==> src/rtl/core/mfld_pkg.sv <==
// ----------------------------------------------------------------------------
// mfld_pkg: shared types and constants of the framebuffer drawer
// Function codes, command kinds, engine states and the queued command word.
// ----------------------------------------------------------------------------
package mfld_pkg;

  localparam int DEF_WIDTH   = 128;
  localparam int DEF_HEIGHT  = 64;
  localparam int STORE_DEPTH = 1024;
  localparam int ADDR_W      = 10;
  localparam int QUEUE_DEPTH = 2;

  localparam logic [2:0] FUNC_CLEAR = 3'd0;
  localparam logic [2:0] FUNC_PIXEL = 3'd1;
  localparam logic [2:0] FUNC_LINE  = 3'd2;
  localparam logic [2:0] FUNC_ARC   = 3'd3;
  localparam logic [2:0] FUNC_READ  = 3'd4;

  typedef enum logic [2:0] {
    K_CLEAR, K_PIXEL, K_LINE, K_ARC, K_READ, K_NOP
  } kind_t;

  typedef enum logic [3:0] {
    S_INIT, S_IDLE, S_CLEAR, S_LINE_CHK, S_LINE_STEP, S_ARC_ANCH, S_ARC_CHK,
    S_ARC_PT, S_PLOT_RD, S_PLOT_WR, S_READ_RD, S_READ_CAP, S_DONE
  } state_t;

  typedef struct packed {
    kind_t             kind;
    logic [7:0]        x_a;
    logic [7:0]        y_a;
    logic [7:0]        x_b;
    logic [7:0]        y_b;
    logic [7:0]        radius;
    logic              color;
    logic [ADDR_W-1:0] read_address;
  } cmd_t;

  typedef struct packed {
    logic valid;
  } q_ctl_t;

endpackage

==> src/rtl/core/mfld_if.sv <==
// ----------------------------------------------------------------------------
// mfld channel interfaces
// Command word channel and response word channel, valid/ready handshake.
// ----------------------------------------------------------------------------
interface mfld_cmd_if;
  logic       valid;
  logic       ready;
  logic [2:0] func;
  logic [7:0] x_a;
  logic [7:0] y_a;
  logic [7:0] x_b;
  logic [7:0] y_b;
  logic [7:0] radius;
  logic       color;
  logic [9:0] read_address;

  modport source (output valid, func, x_a, y_a, x_b, y_b, radius, color, read_address,
                  input ready);
  modport sink (input valid, func, x_a, y_a, x_b, y_b, radius, color, read_address,
                output ready);
endinterface


==> src/rtl/core/mfld_front.sv <==
// ----------------------------------------------------------------------------
// mfld_front: command intake
// Decodes func into a command kind and holds words in a two-entry queue.
// ----------------------------------------------------------------------------
module mfld_front (
  input  logic              clk,
  input  logic              rst,
  mfld_cmd_if.sink          cmd,
  input  logic              pop,
  output logic              q_valid,
  output mfld_pkg::cmd_t    q_cmd
);

  mfld_pkg::cmd_t q [mfld_pkg::QUEUE_DEPTH];
  logic [1:0]     count;
  logic           wr_ptr;
  logic           rd_ptr;
  logic           push;
  mfld_pkg::cmd_t word;

  always_comb begin
    word.x_a          = cmd.x_a;
    word.y_a          = cmd.y_a;
    word.x_b          = cmd.x_b;
    word.y_b          = cmd.y_b;
    word.radius       = cmd.radius;
    word.color        = cmd.color;
    word.read_address = cmd.read_address;
    unique case (cmd.func)
      mfld_pkg::FUNC_CLEAR: word.kind = mfld_pkg::K_CLEAR;
      mfld_pkg::FUNC_PIXEL: word.kind = mfld_pkg::K_PIXEL;
      mfld_pkg::FUNC_LINE:  word.kind = mfld_pkg::K_LINE;
      mfld_pkg::FUNC_ARC:   word.kind = mfld_pkg::K_ARC;
      mfld_pkg::FUNC_READ:  word.kind = mfld_pkg::K_READ;
      default:              word.kind = mfld_pkg::K_NOP;
    endcase
  end

  assign cmd.ready = (count != 2'(mfld_pkg::QUEUE_DEPTH));
  assign push      = cmd.valid && cmd.ready;
  assign q_valid   = (count != 2'd0);
  assign q_cmd     = q[rd_ptr];

  always_ff @(posedge clk) begin
    if (push) begin
      q[wr_ptr] <= word;
    end
  end

  always_ff @(posedge clk) begin
    if (rst) begin
      count  <= '0;
      wr_ptr <= 1'b0;
      rd_ptr <= 1'b0;
    end else begin
      if (push) wr_ptr <= ~wr_ptr;
      if (pop)  rd_ptr <= ~rd_ptr;
      count <= count + 2'(push) - 2'(pop);
    end
  end

endmodule

==> src/flat_wrapper.sv <==
// flat-port wrapper written by rule: the top's interface ports become plain ports
module mfld_front_flat 
  (clk, rst, pop, q_valid, q_cmd, cmd_valid, cmd_func, cmd_x_a, cmd_y_a, cmd_x_b, cmd_y_b, cmd_radius, cmd_color, cmd_read_address, cmd_ready);
  mfld_cmd_if cmd_i ();
  input  logic clk;
  input  logic rst;
  input  logic pop;
  output logic q_valid;
  output mfld_pkg::cmd_t q_cmd;
  input wire logic [$bits(cmd_i.valid)-1:0] cmd_valid;
  input wire logic [$bits(cmd_i.func)-1:0] cmd_func;
  input wire logic [$bits(cmd_i.x_a)-1:0] cmd_x_a;
  input wire logic [$bits(cmd_i.y_a)-1:0] cmd_y_a;
  input wire logic [$bits(cmd_i.x_b)-1:0] cmd_x_b;
  input wire logic [$bits(cmd_i.y_b)-1:0] cmd_y_b;
  input wire logic [$bits(cmd_i.radius)-1:0] cmd_radius;
  input wire logic [$bits(cmd_i.color)-1:0] cmd_color;
  input wire logic [$bits(cmd_i.read_address)-1:0] cmd_read_address;
  output wire logic [$bits(cmd_i.ready)-1:0] cmd_ready;
  assign cmd_i.valid = cmd_valid;
  assign cmd_i.func = cmd_func;
  assign cmd_i.x_a = cmd_x_a;
  assign cmd_i.y_a = cmd_y_a;
  assign cmd_i.x_b = cmd_x_b;
  assign cmd_i.y_b = cmd_y_b;
  assign cmd_i.radius = cmd_radius;
  assign cmd_i.color = cmd_color;
  assign cmd_i.read_address = cmd_read_address;
  assign cmd_ready = cmd_i.ready;
  mfld_front u_core (.clk(clk), .rst(rst), .cmd(cmd_i), .pop(pop), .q_valid(q_valid), .q_cmd(q_cmd));
endmodule
==> config.mk <==
export PLATFORM = sky130hd
export DESIGN_NAME = mfld_front_flat
export DESIGN_NICKNAME = d
export VERILOG_FILES = /design/src/rtl/core/mfld_pkg.sv /design/src/rtl/core/mfld_if.sv /design/src/rtl/core/mfld_front.sv /design/src/flat_wrapper.sv
export SDC_FILE = /design/constraint.sdc
export NUM_CORES = 1
export LEC_CHECK = 0
export BUFFER_PORTS_ARGS = -buffer_cell sky130_fd_sc_hd__buf_2
export CAP_MARGIN = 20
export CORE_ASPECT_RATIO = 0.9
export CORE_MARGIN = 1
export CORE_UTILIZATION = 52
export DETAILED_ROUTE_END_ITERATION = 16
export GPL_TIMING_DRIVEN = 0
export PLACE_DENSITY = 0.9
export SLEW_MARGIN = 20
export SYNTH_ARGS = -nofsm -noshare
export SYNTH_HDL_FRONTEND = slang
export SYNTH_SLANG_ARGS = --single-unit
==> constraint.sdc <==
create_clock -name clk -period 4.8 [get_ports clk]
set_input_delay 0.24 -clock clk [delete_from_list [all_inputs] [get_ports clk]]
set_output_delay 0.24 -clock clk [all_outputs]
set_load 0.01 [all_outputs]
==> summary.txt <==
Place
  – Dpl hpwl: 4813 um
  – Placement Cell Area: 0.005162 sq mm
  – RePlAce Congestion: 0.6338
  – Port bufs: 113

Timing
  – Unrepaired setup endpoints after global routing: false
  – Final Hold Viols: 0
  – Final Max Tran Viols: 0
  – Max Clk Rate: 476.5 MHz
  – Final period util: 43.72%
  – Final min period: 2099 ps
  – Max_slew headroom: 48.49%
  – Clock skew: 6.463 ps
  – Setup_tns: 0 ps
  – Setup violators final: 0
  – Worst slew pin tran: 772.6 ps

Route
  – Vias: 2448
  – Drt first pass iters: 4
  – Drt drc: 0
  – Via density: 4.945
  – Average wire per standard cell: 17.01 um
  – Post-route ant nets: 0
  – Final Routed Wirelength: 8421 um
  – Iter 0 DRT Violations: 77

Clock tree
  – Max Root-Sink Buffers: 2
  – Clk sink count: 113
  – Cts bufs inserted: 17
  – Clock root cell: clkbuf_8
  – H-tree Lvls: 4
  – Resize count post-CTS: 0
  – Clk_lat worst skew: 500 ps
  – Setup bufs post-CTS: 0
  – CTS tree: yes
  – Clock slew at reported path FFs: 60 ps
  – # hold bufs at CTS: 52

Worst setup path
  – Largest stage delay on the critical path: 640 ps
  – RR Startpoint: u_core.count[0]$_SDFF_PP0_
  – Critical path's most frequent cell: buf_16
  – Worst-path fanout max: 21
  – Reg2reg setup slack: 2700 ps
  – Critical Path End Type: flop
  – Critical Path AT: 2310 ps
  – Critical path class: reg -> reg
  – Worst EP required: 5010 ps
  – Worst-path cell chain: nand2b_4 -> and2_1 -> nor2b_4 -> buf_16 -> buf_16
  – Slowest CP cell: nor2b_4
  – Startpoint types: flop
  – R2R depth: 5
  – Reg-to-Reg End: u_core.q[0][7]$_DFFE_PP_

Min path
  – Hold path start: cmd_func[0]
  – Min-delay worst type: in -> reg
  – Hold depth: 2
  – Hold path endpoint: u_core.q[0][51]$_DFFE_PP_

Synth
  – Ys async rst share: 0%
  – Post-synth EDFFs: 108
  – Mapped Nets: 257
  – Top-count cell post-synth: edfxtp_1
  – Biggest area consumer among synthesized cells: edfxtp_1
  – Seq/Total Area, Yosys: 75.89%
  – Library cells used by synthesis: 22
  – Main synth FF type: edfxtp_1
  – Top-area cell type share of the netlist area: 73.62%
  – Cell count after synthesis: 197
  – Most frequent cells after synthesis: edfxtp_1, mux2_4, buf_12, dfxtp_1
  – Ys Warns: 0
  – Area of the mapped netlist: 0.004405 sq mm
  – Seq cells post-synth: 113
  – Dominant cells by area after synthesis: edfxtp_1, mux2_4, buf_12
  – Syn Area/Cell: 22.36 sq um

Finish
  – Fillcell total: 464
  – # nets final: 443
  – N_diodes: 0
  – Synth-to-Final Area Change: 41.69%
  – Finished Cell Area: 0.006242 sq mm
  – Share of layout cells above drive strength 1: 52.53%

GRT
  – First-pass GRT wire length: 12430 um
  – Vias in the first global route: 2616
  – GRT overflow: 0
  – Initial antenna violation count: 0
  – Largest net degree at the start of global routing: 55
  – Total GRT Usage: 19.84%

Die
  – Die area: 0.008844 sq mm
  – Die X: 99.02 um
  – Die height: 89.32 um
  – Core box area: 0.008145 sq mm
  – Starting Density: 54.09%
  – Num rows: 31
  – IO Count: 114

Power
  – P per Cell Area: 469.8 mW/mm^2
  – Worst VDD drop: 0.0003797 V
  – Lkg Pwr: 2.512 nW

Run status
  – Outcome: completed

Job
  – # Max-Cap Violations: 0
-- logic make-up (layout without fill, tap and decap cells) --
family,count (synthesis),count (layout),share of synthesized area (%)
flip-flops,113,113,75.89
AO/OA/AOI/OAI,2,2,0.2840
buffers and inverters,9,208,2.783
XOR/XNOR,2,2,0.3977
AND/OR/NAND/NOR,15,15,2.016
multiplexers,54,54,18.06
adder cells (fa/ha/maj),2,2,0.5679
-- area by class of cell --
cell class / count / area, sq um / area share (%)
Sequential cell: 113 / 3343 / 53.56
Timing Repair Buffer: 167 / 1141 / 18.28
Multi-Input combinational cell: 75 / 952.2 / 15.25
Clock buffer: 18 / 417.9 / 6.695
Clock inverter: 14 / 141.4 / 2.265
Tap cell: 99 / 123.9 / 1.984
Buffer: 7 / 115.1 / 1.844
Inverter: 2 / 7.507 / 0.1203
-- layer usage --
| metal | global-route usage (%) | part of all wire [%] |
|---|---|---|
| met4 | 8.955 | 0.90 |
| met3 | 5.786 | 4.1 |
| met2 | 38.21 | 56 |
| met5 | 0 | 0 |
| met1 | 20.23 | 39 |
-- where the power goes --
part | switching (mW) | leakage, nW | internal, mW
logic | 0.236 | 1.21 | 0.269
registers | 0.0378 | 1.05 | 1.22
clock network | 0.433 | 0.258 | 0.733
-- worst max-delay path by stage --
stage,end,cells after the start,slack [ps],from
2_1_floorplan,u_core.q[0][0]$_DFFE_PP_,3,1280,u_core.count[0]$_SDFF_PP0_
3_3_place_gp,u_core.q[0][36]$_DFFE_PP_,3,70,u_core.count[0]$_SDFF_PP0_
3_5_place_dp,u_core.q[0][36]$_DFFE_PP_,5,2740,u_core.count[0]$_SDFF_PP0_
4_1_cts,u_core.q[0][39]$_DFFE_PP_,5,2720,u_core.count[0]$_SDFF_PP0_
5_1_grt,u_core.q[0][39]$_DFFE_PP_,5,2620,u_core.count[0]$_SDFF_PP0_
6_report,u_core.q[0][7]$_DFFE_PP_,5,2700,u_core.count[0]$_SDFF_PP0_
-- stage by stage --
step / std cells / setup WS [ps] / power (mW) / hold slack [ps] / util (%)
final: 495 / 2701 / 2.933 / 25.91 / 76.64
after global routing: 495 / 2623 / 3.030 / 11.82 / 76.64
after CTS: 495 / 2722 / 2.946 / 5.697 / 76.64
after detailed placement: 411 / 2741 / 1.746 / 431.0 / 63.38
after global placement: 409 / 70.75 / 1.704 / 427.0 / 62.55
after floorplan: 197 / 1278 / 1.562 / 311.6 / -
-- cell usage in the layout, fill, tap and decap left out, drive strengths merged --
master / count
inv: 3
edfxtp: 108
dlygate4sd3: 52
nand3: 1
xnor2: 1
nor3: 1
bufinv: 2
and3: 1
dfxtp: 5
nand2b: 2
nor2: 4
clkinv: 6
buf: 121
clkbuf: 19
o21ai: 1
and2: 2
xor2: 1
mux2: 54
nor2b: 3
a21o: 1
or2: 1
ha: 2
clkinvlp: 5
-- state kept, by name, summed over array words and instances (netlist names), named ones only --
| register | cells |
|---|---|
| u_core.wr_ptr | 1 |
| u_core.rd_ptr | 1 |
| u_core.q | 108 |
| u_core.count | 2 |
-- worst max-delay path, delay by kind of cell (launching register included) --
kind,cells,cell delay (ps)
AND/OR/NAND/NOR,3,1020
buffers and inverters,2,430
flip-flops,1,350
(Power assumes the default switching activity.)
